`src/rtl/core/hsfd_pkg.sv`:
```
// Shared types, constants and helper functions for the humidity frame decoder.
// Used by every module under rtl/core; depends on nothing else.
`timescale 1ns / 1ps

package hsfd_pkg;

  // CRC-8 settings: poly x^8+x^5+x^4+1, MSB first, no final xor
  localparam logic [7:0] CrcPoly = 8'h31;
  localparam logic [7:0] CrcInit = 8'hFF;

  // Fixed-point scaling: centi = floor(span * word / 65535) - offset
  localparam int unsigned TempSpan   = 17500;
  localparam int unsigned HumiSpan   = 10000;
  localparam int          TempOffset = 4500;
  localparam logic [15:0] WordMax    = 16'hFFFF;

  localparam int unsigned ProdW  = 31;  // 17500 * 65535 fits in 31 bits
  localparam int unsigned QuotW  = 15;  // quotient up to 17500
  localparam int unsigned TempCW = 15;
  localparam int unsigned HumiCW = 14;
  localparam int unsigned OutW   = 64;

  typedef enum logic [1:0] {
    ST_OK        = 2'd0,
    ST_TEMP_FAIL = 2'd1,
    ST_HUMI_FAIL = 2'd2
  } status_e;

  typedef enum logic [2:0] {
    POS_T_HI  = 3'd0,
    POS_T_LO  = 3'd1,
    POS_T_CRC = 3'd2,
    POS_H_HI  = 3'd3,
    POS_H_LO  = 3'd4,
    POS_H_CRC = 3'd5
  } pos_e;

  // one decoded frame, handed from the front to the scaling back end
  typedef struct packed {
    logic [15:0] temp_word;
    logic [15:0] humi_word;
    status_e     status;
  } frame_t;

  function automatic logic [7:0] crc8_byte(logic [7:0] crc, logic [7:0] b);
    logic [7:0] c;
    c = crc ^ b;
    for (int k = 0; k < 8; k++) begin
      if (c[7]) begin
        c = {c[6:0], 1'b0} ^ CrcPoly;
      end else begin
        c = {c[6:0], 1'b0};
      end
    end
    return c;
  endfunction

  // floor(x / 65535): x>>16 undershoots by at most one, remainder is low + q0
  function automatic logic [QuotW-1:0] div_word_max(logic [ProdW-1:0] x);
    logic [QuotW-1:0] q0;
    logic [16:0]      r0;
    q0 = x[ProdW-1:16];
    r0 = {1'b0, x[15:0]} + 17'(q0);
    if (r0 >= {1'b0, WordMax}) begin
      return q0 + QuotW'(1);
    end
    return q0;
  endfunction

endpackage

```
`src/rtl/core/humidity_sensor_frame_decoder_unit.sv`:
```
// Humidity/temperature frame decoder, top level.
// Instantiates hsfd_front, hsfd_queue and hsfd_back; depends on hsfd_pkg.
`timescale 1ns / 1ps

// The block takes a six-byte sensor frame one byte per transaction (T high,
// T low, T check, H high, H low, H check) and, on the sixth byte, emits one
// transaction with both raw words, a status code and the values scaled to
// hundredths of a degree / percent. Check bytes are CRC-8 (poly 0x31, init
// 0xFF) over the two data bytes; a temperature mismatch is reported ahead of
// a humidity mismatch. tuser high restarts the frame at byte one and drops any
// partial frame; after byte six the position wraps, so frames may run back to
// back. Throughput is one byte per clock while s_axis_tready is high. After the
// sixth byte is accepted, the decoder writes the frame into a two-entry queue,
// then the scaling back end registers the multiplies and then the divide by
// 65535 into the output register. s_axis_tready drops only when that queue is
// full, i.e. when the master side has been stalled long enough to back the
// whole pipeline up.

module humidity_sensor_frame_decoder_unit (
  input  logic        clk_i,
  input  logic        rst_ni,
  // byte input
  input  logic        s_axis_tvalid_i,
  output logic        s_axis_tready_o,
  input  logic [7:0]  s_axis_tdata_i,   // [7:0] rx_byte
  input  logic        s_axis_tuser_i,   // [0] frame_start
  // result output
  output logic        m_axis_tvalid_o,
  input  logic        m_axis_tready_i,
  output logic [63:0] m_axis_tdata_o    // [14:0] temp_centi, [28:15] humi_centi,
                                        // [44:29] temp_word, [60:45] humi_word,
                                        // [62:61] status, [63] zero
);
  import hsfd_pkg::*;

  // front -> queue
  logic   q_push;
  frame_t q_push_data;
  logic   q_ready;
  // queue -> back
  logic   q_pop_valid;
  frame_t q_pop_data;
  logic   q_pop_ready;

  // Front only advances when the queue can take a frame, so a stalled back
  // end throttles the byte stream instead of losing results.
  assign s_axis_tready_o = q_ready;

  hsfd_front u_front (
    .clk_i         (clk_i),
    .rst_ni        (rst_ni),
    .in_valid_i    (s_axis_tvalid_i),
    .rx_byte_i     (s_axis_tdata_i),
    .frame_start_i (s_axis_tuser_i),
    .in_ready_i    (q_ready),
    .push_valid_o  (q_push),
    .push_data_o   (q_push_data)
  );

  hsfd_queue u_queue (
    .clk_i        (clk_i),
    .rst_ni       (rst_ni),
    .push_valid_i (q_push),
    .push_data_i  (q_push_data),
    .push_ready_o (q_ready),
    .pop_valid_o  (q_pop_valid),
    .pop_data_o   (q_pop_data),
    .pop_ready_i  (q_pop_ready)
  );

  hsfd_back u_back (
    .clk_i       (clk_i),
    .rst_ni      (rst_ni),
    .in_valid_i  (q_pop_valid),
    .in_data_i   (q_pop_data),
    .in_ready_o  (q_pop_ready),
    .out_valid_o (m_axis_tvalid_o),
    .out_data_o  (m_axis_tdata_o),
    .out_ready_i (m_axis_tready_i)
  );

  // A completed frame must never meet a full queue.
  a_push_has_room: assert property (@(posedge clk_i) disable iff (!rst_ni)
    q_push |-> q_ready)
    else $error("frame pushed into full queue");

  // Divider correction keeps the scaled temperature in range.
  a_temp_range: assert property (@(posedge clk_i) disable iff (!rst_ni)
    m_axis_tvalid_o |-> ($signed(m_axis_tdata_o[14:0]) >= -15'sd4500 &&
                         $signed(m_axis_tdata_o[14:0]) <= 15'sd13000))
    else $error("temp_centi out of range");

  a_humi_range: assert property (@(posedge clk_i) disable iff (!rst_ni)
    m_axis_tvalid_o |-> (m_axis_tdata_o[28:15] <= 14'd10000))
    else $error("humi_centi out of range");

  // The raw word out must match the scaled value: full-scale word, full scale.
  a_humi_full: assert property (@(posedge clk_i) disable iff (!rst_ni)
    (m_axis_tvalid_o && m_axis_tdata_o[60:45] == WordMax) |->
      (m_axis_tdata_o[28:15] == 14'd10000))
    else $error("humidity scaling mismatch at full scale");

endmodule

```
`src/rtl/core/hsfd_front.sv`:
```
// Front end: tracks the byte position, runs the CRC-8 and assembles the words.
// Emits one frame_t per completed frame. Depends on hsfd_pkg.
`timescale 1ns / 1ps

module hsfd_front (
  input  logic            clk_i,
  input  logic            rst_ni,
  input  logic            in_valid_i,
  input  logic [7:0]      rx_byte_i,
  input  logic            frame_start_i,
  input  logic            in_ready_i,
  output logic            push_valid_o,
  output hsfd_pkg::frame_t push_data_o
);
  import hsfd_pkg::*;

  pos_e        pos_q, pos_d, pos_eff;
  logic [7:0]  crc_q, crc_d;
  logic [15:0] temp_hold_q, temp_hold_d;
  logic [7:0]  humi_hi_q, humi_hi_d;
  logic [7:0]  humi_lo_q, humi_lo_d;
  logic        temp_good_q, temp_good_d;
  logic        fire;

  assign fire    = in_valid_i && in_ready_i;
  assign pos_eff = frame_start_i ? POS_T_HI : pos_q;

  always_comb begin
    crc_d       = crc_q;
    temp_hold_d = temp_hold_q;
    humi_hi_d   = humi_hi_q;
    humi_lo_d   = humi_lo_q;
    temp_good_d = temp_good_q;
    case (pos_eff)
      POS_T_LO: begin
        crc_d       = crc8_byte(crc_q, rx_byte_i);
        temp_hold_d = {temp_hold_q[15:8], rx_byte_i};
      end
      POS_T_CRC: begin
        temp_good_d = (crc_q == rx_byte_i);
      end
      POS_H_HI: begin
        crc_d     = crc8_byte(CrcInit, rx_byte_i);
        humi_hi_d = rx_byte_i;
      end
      POS_H_LO: begin
        crc_d     = crc8_byte(crc_q, rx_byte_i);
        humi_lo_d = rx_byte_i;
      end
      POS_H_CRC: begin
        // result only, nothing held changes
      end
      default: begin  // first byte of a frame
        crc_d       = crc8_byte(CrcInit, rx_byte_i);
        temp_hold_d = {rx_byte_i, 8'h00};
      end
    endcase
    pos_d = (pos_eff == POS_H_CRC) ? POS_T_HI : pos_e'(3'(pos_eff) + 3'd1);
  end

  always_comb begin
    push_valid_o          = fire && (pos_eff == POS_H_CRC);
    push_data_o.temp_word = temp_hold_q;
    push_data_o.humi_word = {humi_hi_q, humi_lo_q};
    if (!temp_good_q) begin
      push_data_o.status = ST_TEMP_FAIL;
    end else if (crc_q != rx_byte_i) begin
      push_data_o.status = ST_HUMI_FAIL;
    end else begin
      push_data_o.status = ST_OK;
    end
  end

  always_ff @(posedge clk_i or negedge rst_ni) begin
    if (!rst_ni) begin
      pos_q       <= POS_T_HI;
      crc_q       <= CrcInit;
      temp_hold_q <= '0;
      humi_hi_q   <= '0;
      humi_lo_q   <= '0;
      temp_good_q <= 1'b0;
    end else if (fire) begin
      pos_q       <= pos_d;
      crc_q       <= crc_d;
      temp_hold_q <= temp_hold_d;
      humi_hi_q   <= humi_hi_d;
      humi_lo_q   <= humi_lo_d;
      temp_good_q <= temp_good_d;
    end
  end

endmodule

```
`src/rtl/core/hsfd_queue.sv`:
```
// Two-entry queue of decoded frames between the front end and the back end.
// Depends on hsfd_pkg.
`timescale 1ns / 1ps

module hsfd_queue (
  input  logic             clk_i,
  input  logic             rst_ni,
  input  logic             push_valid_i,
  input  hsfd_pkg::frame_t push_data_i,
  output logic             push_ready_o,
  output logic             pop_valid_o,
  output hsfd_pkg::frame_t pop_data_o,
  input  logic             pop_ready_i
);
  import hsfd_pkg::*;

  frame_t     mem_q [2];
  logic       wr_ptr_q, rd_ptr_q;
  logic [1:0] count_q;
  logic       push, pop;

  assign push_ready_o = (count_q != 2'd2);
  assign pop_valid_o  = (count_q != 2'd0);
  assign pop_data_o   = mem_q[rd_ptr_q];
  assign push         = push_valid_i && push_ready_o;
  assign pop          = pop_valid_o && pop_ready_i;

  always_ff @(posedge clk_i) begin
    if (push) begin
      mem_q[wr_ptr_q] <= push_data_i;
    end
  end

  always_ff @(posedge clk_i or negedge rst_ni) begin
    if (!rst_ni) begin
      wr_ptr_q <= 1'b0;
      rd_ptr_q <= 1'b0;
      count_q  <= 2'd0;
    end else begin
      if (push) begin
        wr_ptr_q <= ~wr_ptr_q;
      end
      if (pop) begin
        rd_ptr_q <= ~rd_ptr_q;
      end
      case ({push, pop})
        2'b10:   count_q <= count_q + 2'd1;
        2'b01:   count_q <= count_q - 2'd1;
        default: count_q <= count_q;
      endcase
    end
  end

endmodule

```
`src/rtl/core/hsfd_back.sv`:
```
// Back end: scales the raw words to centi-units in two registered stages
// (multiply, then divide by 65535) and holds the result for the output bus.
// Depends on hsfd_pkg.
`timescale 1ns / 1ps

module hsfd_back (
  input  logic             clk_i,
  input  logic             rst_ni,
  input  logic             in_valid_i,
  input  hsfd_pkg::frame_t in_data_i,
  output logic             in_ready_o,
  output logic             out_valid_o,
  output logic [hsfd_pkg::OutW-1:0] out_data_o,
  input  logic             out_ready_i
);
  import hsfd_pkg::*;

  // product stage
  logic             s1_valid_q;
  logic [ProdW-1:0] tprod_q, hprod_q;
  frame_t           s1_frame_q;
  // output stage
  logic             out_valid_q;
  logic [OutW-1:0]  out_data_q, out_data_d;

  logic             out_load, s1_load;
  logic [QuotW-1:0] tquot, hquot;
  logic [15:0]      temp_c;

  assign out_load   = !out_valid_q || out_ready_i;
  assign in_ready_o = !s1_valid_q || out_load;
  assign s1_load    = in_valid_i && in_ready_o;

  always_comb begin
    tquot  = div_word_max(tprod_q);
    hquot  = div_word_max(hprod_q);
    temp_c = {1'b0, tquot} - 16'(TempOffset);
    out_data_d = {1'b0,
                  s1_frame_q.status,
                  s1_frame_q.humi_word,
                  s1_frame_q.temp_word,
                  hquot[HumiCW-1:0],
                  temp_c[TempCW-1:0]};
  end

  always_ff @(posedge clk_i) begin
    if (s1_load) begin
      tprod_q    <= ProdW'(in_data_i.temp_word) * ProdW'(TempSpan);
      hprod_q    <= ProdW'(in_data_i.humi_word) * ProdW'(HumiSpan);
      s1_frame_q <= in_data_i;
    end
    if (out_load && s1_valid_q) begin
      out_data_q <= out_data_d;
    end
  end

  always_ff @(posedge clk_i or negedge rst_ni) begin
    if (!rst_ni) begin
      s1_valid_q  <= 1'b0;
      out_valid_q <= 1'b0;
    end else begin
      if (in_ready_o) begin
        s1_valid_q <= in_valid_i;
      end
      if (out_load) begin
        out_valid_q <= s1_valid_q;
      end
    end
  end

  assign out_valid_o = out_valid_q;
  assign out_data_o  = out_data_q;

endmodule
```
`config.mk`:
```
export PLATFORM = sky130hd
export DESIGN_NAME = humidity_sensor_frame_decoder_unit
export DESIGN_NICKNAME = d
export VERILOG_FILES = /design/src/rtl/core/hsfd_pkg.sv /design/src/rtl/core/humidity_sensor_frame_decoder_unit.sv /design/src/rtl/core/hsfd_front.sv /design/src/rtl/core/hsfd_queue.sv /design/src/rtl/core/hsfd_back.sv
export SDC_FILE = /design/constraint.sdc
export NUM_CORES = 1
export LEC_CHECK = 0
export BUFFER_PORTS_ARGS = -buffer_cell sky130_fd_sc_hd__buf_2
export CORE_ASPECT_RATIO = 1.5
export CORE_MARGIN = 3
export CORE_UTILIZATION = 65
export DETAILED_ROUTE_END_ITERATION = 16
export PLACE_DENSITY = 0.84
export REMOVE_ABC_BUFFERS = 1
export SYNTH_ARGS = -nofsm -noshare
export SYNTH_HDL_FRONTEND = slang
export SYNTH_SLANG_ARGS = --single-unit
```
`constraint.sdc`:
```
create_clock -name clk_i -period 18.3 [get_ports clk_i]
set_input_delay 0.915 -clock clk_i [delete_from_list [all_inputs] [get_ports clk_i]]
set_output_delay 0.915 -clock clk_i [all_outputs]
set_load 0.01 [all_outputs]
```
# ---- After elaboration in Yosys (flattened, before gate mapping)
# Memories as Yosys holds them, arrays and structs flattened.
# Index checks and enable logic that the tools add are counted.
dict set report totals {
  regBits 202
  latchBits 0
  ram_bits 68
  mem_bits_ro 0
  inputBits 13
  out_inout_bits 66
  wordCells 171
  n_memories 1
}
# name depth word_bits read_ports rd_clocked_by_memory_dff write_ports line_no
set mem_list {}
lappend mem_list {u_queue.mem_q 2 34 1 0 1 hsfd_queue.sv:17} ;# frame_t mem_q [2];
dict set report classes {
  add_sub_neg 8
  multipliers 2
  div_mod_pow 0
  order_cmp 2
  eq_ne 10
  shifts 0
  muxes 73
  bitwise_logic 37
  n_reduce_logical 20
}
# op count
set op_table {}
lappend op_table {{2-to-1 mux 8 bit} 28}
lappend op_table {{2-to-1 mux 6 bit} 30}
lappend op_table {{inverter 3 bit} 30}
lappend op_table {{>= comparator 17 x 16 -> 1 bit (second input constant)} 2}
lappend op_table {{one-hot mux 16 bit (2 select lines)} 1}
lappend op_table {{one-hot mux 8 bit (4 select lines)} 1}
lappend op_table {{2-to-1 mux 15 bit} 2}
lappend op_table {{multiplier 16 x 13 -> 29 bit (second input constant)} 1}
lappend op_table {{2-to-1 mux 14 bit} 2}
lappend op_table {{multiplier 16 x 10 -> 26 bit (second input constant)} 1}
lappend op_table {{adder 16 x 14 -> 17 bit} 1}
lappend op_table {{adder 16 x 15 -> 17 bit} 1}
lappend op_table {{adder 15 x 1 -> 15 bit (second input constant)} 1}
lappend op_table {{subtractor 15 x 13 -> 15 bit (second input constant)} 1}
lappend op_table {{adder 14 x 1 -> 14 bit (second input constant)} 1}
lappend op_table {{AND reduction 2 bit} 5}
lappend op_table {{== test 8 bit} 1}
lappend op_table {{inequality test 8 bit} 1}
lappend op_table {{inverter 8 bit} 1}
lappend op_table {{bitwise XOR 8 bit} 1}
lappend op_table {{== test 3 x 2 -> 1 bit (second input constant)} 2}
lappend op_table {{== test 3 bit (second input constant)} 2}
lappend op_table {{2-to-1 mux 3 bit} 2}
lappend op_table {{logical AND 1 bit} 5}
lappend op_table {{18 further kinds} 29}

# ---- Depth between registers and ports, before layout
# Gate-level depths: netlist of run 1.
dict set report depth {
  word_depth 25
  depth_mapped 26
  mapped_depth_nobuf 24
}

# ---- Hierarchy
# From an unflattened synthesis of run 1, not the netlist that was laid out.
dict set report unflattened {
  cells_unflattened 1484
  area_unflattened_um2 17646.9
}
# mod n_inst cells_per_inst area_per_inst_um2 seq_area_each_um2
set by_module_without_submodules {}
lappend by_module_without_submodules {hsfd_back 1 1136 12475.7 4464.3}
lappend by_module_without_submodules {hsfd_queue 1 123 2672.6 2142.1}
lappend by_module_without_submodules {hsfd_front 1 225 2498.6 1111.1}

# ---- Least setup slack after synthesis of run 1
# No wires, ideal clock.
dict set report synth_path {
  kind {register to register}
  startpoint {reg u_queue.rd_ptr_q}
  endpoint {reg u_back.tprod_q[30] (data pin)}
  arrival_time_ns 6.083
  required_time_ns 18.046
  path_slack_ns 11.963
  stages_incl_launch_ff 26
  path_buffers 2
  synth_period_minus_slack_ns 6.337
  path_cell_list {dfrtp_1 -> clkbuf_1 -> clkbuf_1 -> mux2i_1 -> inv_1 -> ha_1 -> fa_1 -> ha_1 -> ha_1 -> inv_1 -> fa_1 -> inv_1 -> fa_1 -> a21o_1 -> a21oi_1 -> o21bai_1 -> a21o_1 -> a21oi_1 -> o21ai_0 -> o21ai_0 -> o21ai_0 -> o31a_1 -> o21ai_0 -> nand2b_1 -> a21o_1 -> a21o_1}
}
# element line_no
set synth_rtl {}
lappend synth_rtl {{start, declared} hsfd_queue.sv:18} ;# logic wr_ptr_q, rd_ptr_q;
lappend synth_rtl {{start signal, assigned} hsfd_queue.sv:44} ;# rd_ptr_q <= ~rd_ptr_q;
lappend synth_rtl {{end signal, assigned} hsfd_back.sv:48} ;# tprod_q <= ProdW'(in_data_i.temp_word) * ProdW'(TempSpan);
lappend synth_rtl {{end, declared} hsfd_back.sv:20} ;# logic [ProdW-1:0] tprod_q, hprod_q;

==> impl_metrics.yaml, run 1 <==
critical_path:
  worst_path_max_delay_cell: "dfrtp_1"
  path_class: "register to register"
  worstSetupEndpointType: "register"
  reg2reg_from: "u_queue.rd_ptr_q"
  cp.required_ps: 18610
  startpoint_type: "register"
  crit_fanout: 21
  reg2reg_depth: 24
  path_cells: "buf_4, mux2i_1, inv_1, ha_1, fa_1, ha_1, ha_1, inv_1, fa_1, inv_1, fa_1, a21o_1, a21oi_1, o21bai_1, a21o_1, a21oi_1, o21ai_0, o21ai_0, o21ai_0, o31a_1, o21ai_0, nand2b_1, a21o_1, a21o_1"
  r2r_slack_ps: 11260
  r2r-end: "u_back.tprod_q[30]"
  worst_path_largest_cell_delay_ps: 790
  arrival_ps: 7340
logic_synthesis:
  synth_top_family_by_area: "adder cells"
  ys_ff_latch: 265
  ys.flop_type: "edfxtp_1"
  synth_xor_area_share_pct: 6.371
  syn_area_per_cell_um2: 12.08
  ys.warnings.count: 0
  yosysSeqAreaShare_pct: 45.64
  synthAdderAreaFrac_pct: 24.14
  synth-simple-area-share_pct: 6.460
  ys_types: 66
  synth.cell_area_um2: 16910
  synthCells: 1400
  synth-compound-area-share_pct: 7.607
  synth_mux_area_share_pct: 4.077
  synth_edf_count: 215
  synthArstFlopShare_pct: 18.87
drt:
  drt_iter0_drc: 447
  drc: 0
  postRouteWirelength_um: 31340
  firstDrtPassIters: 5
  antenna_left: 0
  routed_via_density: 5.667
  vias: 10360
  wire_per_inst_um: 17.14
placed_design:
  portBuffers: 77
  finalWeightedCongestion: 0.9141
  hpwl_um: 23640
clocking:
  clk_latency_ps: 540
  htree_levels: 1
  postCtsSetupRepairBufs: 0
  postCtsResizedCells: 0
  clk_pin_slew_ps: 70
  ctsHoldBuffers: 0
  clock-root-buffer: "clkbuf_16"
  cts_tree: "built"
  clk_path_buf_depth: 3
  cts_buffers: 24
  clkSinkCount: 265
floorplan:
  start_util_pct: 66.79
  die_y_um: 203.5
  num_io_pins: 79
  std_cell_rows: 71
  die_area_um2: 28020
  die_w_um: 137.7
  coreArea_um2: 25320
finish:
  drive_above_1_share_pct: 12.60
  final_core_util_pct: 73.00
  final_cell_mix: "inv_1, edfxtp_1, ha_1"
  final_nets: 1772
  area_growth_pct: 9.309
  antenna_cells: 0
  layout_commonest_cell: "inv_1"
worst_hold_path:
  whs_path_depth: 0
  min_path_type: "register to register"
  min_from: "u_back.out_data_d[61]"
  worstHoldEndpoint: "u_back.out_data_o[61]"
grt:
  grtUsageTotal_pct: 23.32
  grt_antenna_before_repair: 0
  grt_start_max_net_pins: 65
  grt_pass1_vias: 10860
  grt-ovfl-total: 0
  grt_pass1_wl_um: 51880
timing:
  finClkSkew_ps: 12.98
  rsz0062_at_grt: "false"
  drv_slew: 0
  layout_worst_path_cycle_share_pct: 38.45
  tns_ps: 0
  setup_viol: 0
  period_needed_ps: 7037
  hold_viol_final: 0
  worstMarginPinSlew_ps: 891.5
  slew_headroom_pct: 40.56
  fmax_mhz: 142.1
job:
  max_cap_viol_count: 0
outcome:
  outcome: "finished clean"
how the worst max path moves through the flow:
stage | cells after the start | from | slack [ps] | end
after floorplan | 23 | u_queue.rd_ptr_q | 11760 | u_back.tprod_q[30]
after global placement | 24 | u_queue.rd_ptr_q | 11480 | u_back.tprod_q[30]
after detailed placement | 24 | u_queue.rd_ptr_q | 11230 | u_back.tprod_q[30]
after CTS | 24 | u_queue.rd_ptr_q | 11240 | u_back.tprod_q[30]
after global routing | 24 | u_queue.rd_ptr_q | 10820 | u_back.tprod_q[30]
final | 24 | u_queue.rd_ptr_q | 11260 | u_back.tprod_q[30]
critical path, delay by kind of cell (launching register included):
kind                     cells  cell delay, ps
AO/OA/AOI/OAI               12            2440
buffers and inverters        4             740
AND/OR/NAND/NOR              1             110
adder cells (fa/ha/maj)      6            2360
flip-flops                   1             790
multiplexers                 1             350
layer usage:
layer  vias up  routed length, um  global-route usage, %
li1       5012                  -                      -
met1      5008              12070                  27.60
met2       252              16560                  42.14
met3        86               1384                  3.233
met4         2               1290                  9.393
met5         -                 39                 0.9259
cells in the mapped netlist (3+ instances only):
| cell type | count | area, um^2 |
|---|---|---|
| o31a_1 | 3 | 26.28 |
| dfrtp_1 | 42 | 1051 |
| mux2i_1 | 25 | 250.2 |
| nor2b_1 | 7 | 43.79 |
| and2_1 | 4 | 25.02 |
| or3_1 | 7 | 43.79 |
| dfstp_2 | 8 | 210.2 |
| or2_2 | 4 | 25.02 |
| nor4_1 | 6 | 37.54 |
| clkbuf_1 | 25 | 93.84 |
| o22ai_1 | 6 | 37.54 |
| and3_1 | 9 | 56.30 |
| xor2_1 | 33 | 289.0 |
| nand2b_1 | 7 | 43.79 |
| o211ai_1 | 5 | 37.54 |
| nor2_1 | 49 | 183.9 |
| a21o_1 | 21 | 157.7 |
| o21bai_1 | 17 | 127.6 |
| nand2_1 | 55 | 206.5 |
| edfxtp_1 | 215 | 6456 |
| a31oi_1 | 7 | 43.79 |
| ha_1 | 195 | 2440 |
| nor3_1 | 16 | 80.08 |
| nand3_1 | 22 | 110.1 |
| mux2_2 | 39 | 439.2 |
| a21oi_1 | 50 | 250.2 |
| fa_1 | 82 | 1642 |
| o31ai_1 | 4 | 30.03 |
| a211oi_1 | 5 | 37.54 |
| o21a_1 | 15 | 112.6 |
| xnor2_1 | 90 | 788.3 |
| nand4_1 | 19 | 118.9 |
| inv_1 | 225 | 844.6 |
| o21ai_0 | 43 | 215.2 |
per-stage QoR:
step	cell area [um^2]	worst slack, ps	instances	hold WS, ps
2_1_floorplan	16790	11760	1371	400.3
3_5_place_dp	17670	11230	1784	404.5
5_1_grt	18480	10820	1828	427.1
6_report	18480	11260	1828	418.4
4_1_cts	18480	11240	1828	419.0
3_3_place_gp	17670	11480	1784	400.1
registers in the layout (all words and copies together), names as in the netlist:
| name | count |
|---|---|
| u_queue.count_q | 2 |
| u_front.humi_lo_q | 8 |
| u_queue.rd_ptr_q | 1 |
| u_back.out_valid_o | 1 |
| u_front.temp_hold_q | 16 |
| u_queue.mem_q | 68 |
| u_front.pos_q | 3 |
| u_back.tprod_q | 28 |
| u_back.s1_valid_q | 1 |
| u_back.out_data_d | 34 |
| u_queue.wr_ptr_q | 1 |
| u_front.temp_good_q | 1 |
| u_front.crc_q | 8 |
| u_back.out_data_o | 63 |
| u_front.humi_hi_q | 8 |
| u_back.hprod_q | 22 |
cell type report:
| cell class | instances | area, um^2 |
|---|---|---|
| clock inverters | 16 | 185.2 |
| fillers | 1647 | 6835 |
| flip-flops and latches | 265 | 7717 |
| repair buffers | 85 | 445.4 |
| well taps | 328 | 410.4 |
| clock buffers | 28 | 625.6 |
| inverters | 225 | 844.6 |
| multi-input cells | 881 | 8254 |
cell families (layout without fill, tap and decap cells):
logic type	count (synthesis)	count (layout)
AO/OA/AOI/OAI	198	198
XOR/XNOR	123	123
adder cells (fa/ha/maj)	277	277
buffers and inverters	254	354
flip-flops	265	265
multiplexers	64	64
other	1	1
AND/OR/NAND/NOR	218	218
Power of run 1 is not shown: default switching activity piles up to over one toggle a cycle in this logic, so the estimate is an artifact.
==> inputs of run 2 (changes only) <==
--- a/config.mk
+++ b/config.mk
@@ -8,9 +8,9 @@
 export BUFFER_PORTS_ARGS = -buffer_cell sky130_fd_sc_hd__buf_2
 export CORE_ASPECT_RATIO = 1.5
 export CORE_MARGIN = 3
-export CORE_UTILIZATION = 65
+export CORE_UTILIZATION = 57
 export DETAILED_ROUTE_END_ITERATION = 16
-export PLACE_DENSITY = 0.84
+export PLACE_DENSITY = 0.78
 export REMOVE_ABC_BUFFERS = 1
 export SYNTH_ARGS = -nofsm -noshare
 export SYNTH_HDL_FRONTEND = slang
==> constraint.sdc (replaced) <==
create_clock -name clk_i -period 6.1 [get_ports clk_i]
set_input_delay 0.305 -clock clk_i [delete_from_list [all_inputs] [get_ports clk_i]]
set_output_delay 0.305 -clock clk_i [all_outputs]
set_load 0.01 [all_outputs]
==> impl_metrics.yaml, run 2 (same netlist as run 1, synthesis figures left out) <==
drt:
  routed_via_density: 5.445
  drc: 0
  wire_per_inst_um: 16.23
  postRouteWirelength_um: 31030
  vias: 10410
  antenna_left: 0
  firstDrtPassIters: 5
  drt_iter0_drc: 452
floorplan:
  num_io_pins: 79
  coreArea_um2: 29000
  die_w_um: 146.6
  start_util_pct: 58.30
  die_area_um2: 31810
  die_y_um: 216.9
  std_cell_rows: 76
clocking:
  cts_tree: "built"
  clk_pin_slew_ps: 60
  clk_path_buf_depth: 3
  postCtsSetupRepairBufs: 0
  clk_latency_ps: 540
  cts_buffers: 26
  clkSinkCount: 265
  htree_levels: 1
  clock-root-buffer: "clkbuf_16"
critical_path:
  path_class: "register to register"
  crit_buf_inv: 7
  worst_path_largest_cell_delay_ps: 530
  crit_family: "adder cells"
  cp.required_ps: 6390
  worstSetupEndpointType: "register"
  crit_top_cell: "inv_1"
  path_cells: "buf_4, mux2i_1, buf_4, fa_1, inv_1, ha_1, inv_1, fa_1, inv_1, ha_1, inv_1, fa_1, inv_1, ha_1, a21oi_1, o21bai_1, a21oi_1, o211ai_1, a31o_2, o41ai_2, o21bai_1, a21oi_1, xnor2_1"
  arrival_ps: 6100
  crit_fanout: 18
  startpoint_type: "register"
  worst_path_max_delay_cell: "fa_1"
grt:
  grt_antenna_before_repair: 0
  grtUsageTotal_pct: 20.12
  grt-ovfl-total: 0
  grt_pass1_wl_um: 52520
  grt_start_max_net_pins: 64
  grt_pass1_vias: 11030
timing:
  finClkSkew_ps: 11.90
  drv_slew: 0
  layout_worst_path_cycle_share_pct: 95.20
  slew_headroom_pct: 43.28
  timing.hold.ws_ps: 48.42
  rsz0062_at_grt: "false"
  worstMarginPinSlew_ps: 850.7
  period_needed_ps: 5807
  fmax_mhz: 172.2
  setup_viol: 0
  hold_viol_final: 0
finish:
  final_core_util_pct: 64.74
  final_nets: 1792
  layout_commonest_cell: "inv_1"
  fill_cells: 2116
  final_cell_mix: "inv_1, edfxtp_1, ha_1"
  drive_above_1_share_pct: 14.78
  antenna_cells: 0
  area_growth_pct: 11.04
  top_register: "u_queue.mem_q"
  largest_register_ffs: 68
placed_design:
  portBuffers: 77
  finalWeightedCongestion: 0.9424
  hpwl_um: 23620
outcome:
  outcome: "finished clean"
job:
  max_cap_viol_count: 0
worst_hold_path:
  min_path_type: "input pin to register"
-- run 2: changes by cell type in the layout (fill, tap and decap cells not counted), moves of 4 or more --
cell and change:
buf_4 +16, mux2i_2 +5, mux2i_1 -5, a21oi_2 +4
o21ai_0 -4, a21oi_1 -4
-- run 2: repair_timing --
| item | in CTS | in global routing |
|---|---|---|
| setup endpoints to repair | 1 | 4 |
| pin swaps | 0 | 1 |
| gates resized for setup | 1 | 19 |
| gates cloned | 0 | 0 |
| hold endpoints to repair | 42 | 0 |
| hold buffers | 1 | 0 |
-- run 2: worst register-to-register path, stage by stage (launching register included) --
cell	delay, ps
dfrtp_2	470
buf_4	340
mux2i_1	130
buf_4	170
fa_1	500
inv_1	50
ha_1	280
inv_1	60
fa_1	530
inv_1	40
ha_1	260
inv_1	50
fa_1	490
inv_1	40
ha_1	330
a21oi_1	230
o21bai_1	90
a21oi_1	300
o211ai_1	200
a31o_2	260
o41ai_2	340
o21bai_1	120
a21oi_1	200
xnor2_1	80
-- run 2: final cells by class --
cell class                 count  area (um^2)  share of cell area (%)
timing repair buffer         103        595.6                   3.172
inverter                     225        844.6                   4.498
multi-input combinational    881         8303                   44.22
clock inverter                16        131.4                  0.6997
clock buffer                  32        694.4                   3.699
sequential                   265         7719                   41.11
tap                          390        488.0                   2.599
-- run 2: worst paths after layout --
| kind | cells after the start | slack, ps | end | from |
|---|---|---|---|---|
| min | 3 | 50 | u_back.out_valid_o | m_axis_tready_i |
| min in group asynchronous | 3 | 400 | u_front.temp_good_q | rst_ni |
| max reg2reg | 23 | 290 | u_back.hprod_q[29] | u_queue.rd_ptr_q |
| max | 23 | 290 | u_back.hprod_q[29] | u_queue.rd_ptr_q |
| min reg2reg | 0 | 420 | u_back.out_data_o[41] | u_back.out_data_d[41] |
| max in group asynchronous | 3 | 5200 | u_queue.rd_ptr_q | rst_ni |
-- run 2: layer usage --
| layer | vias up | wire length [um] | track usage (%) |
|---|---|---|---|
| li1 | 5071 | - | - |
| met1 | 5026 | 12560 | 23.87 |
| met2 | 234 | 15960 | 37.11 |
| met3 | 80 | 1333 | 2.354 |
| met4 | 0 | 1169 | 7.910 |
| met5 | - | 0 | 0 |
-- run 2: stage by stage --
stage	setup slack, ps	cells	setup TNS, ps	area, um^2
6_report	292.9	1912	0	18780
5_1_grt	43.88	1912	0	18780
4_1_cts	41.91	1912	0	18730
3_5_place_dp	-22.67	1863	-22.67	17890
3_3_place_gp	160.0	1863	0	17890
2_1_floorplan	-441.2	1371	-928.4	16790
Power of run 2 is left out for the same reason.
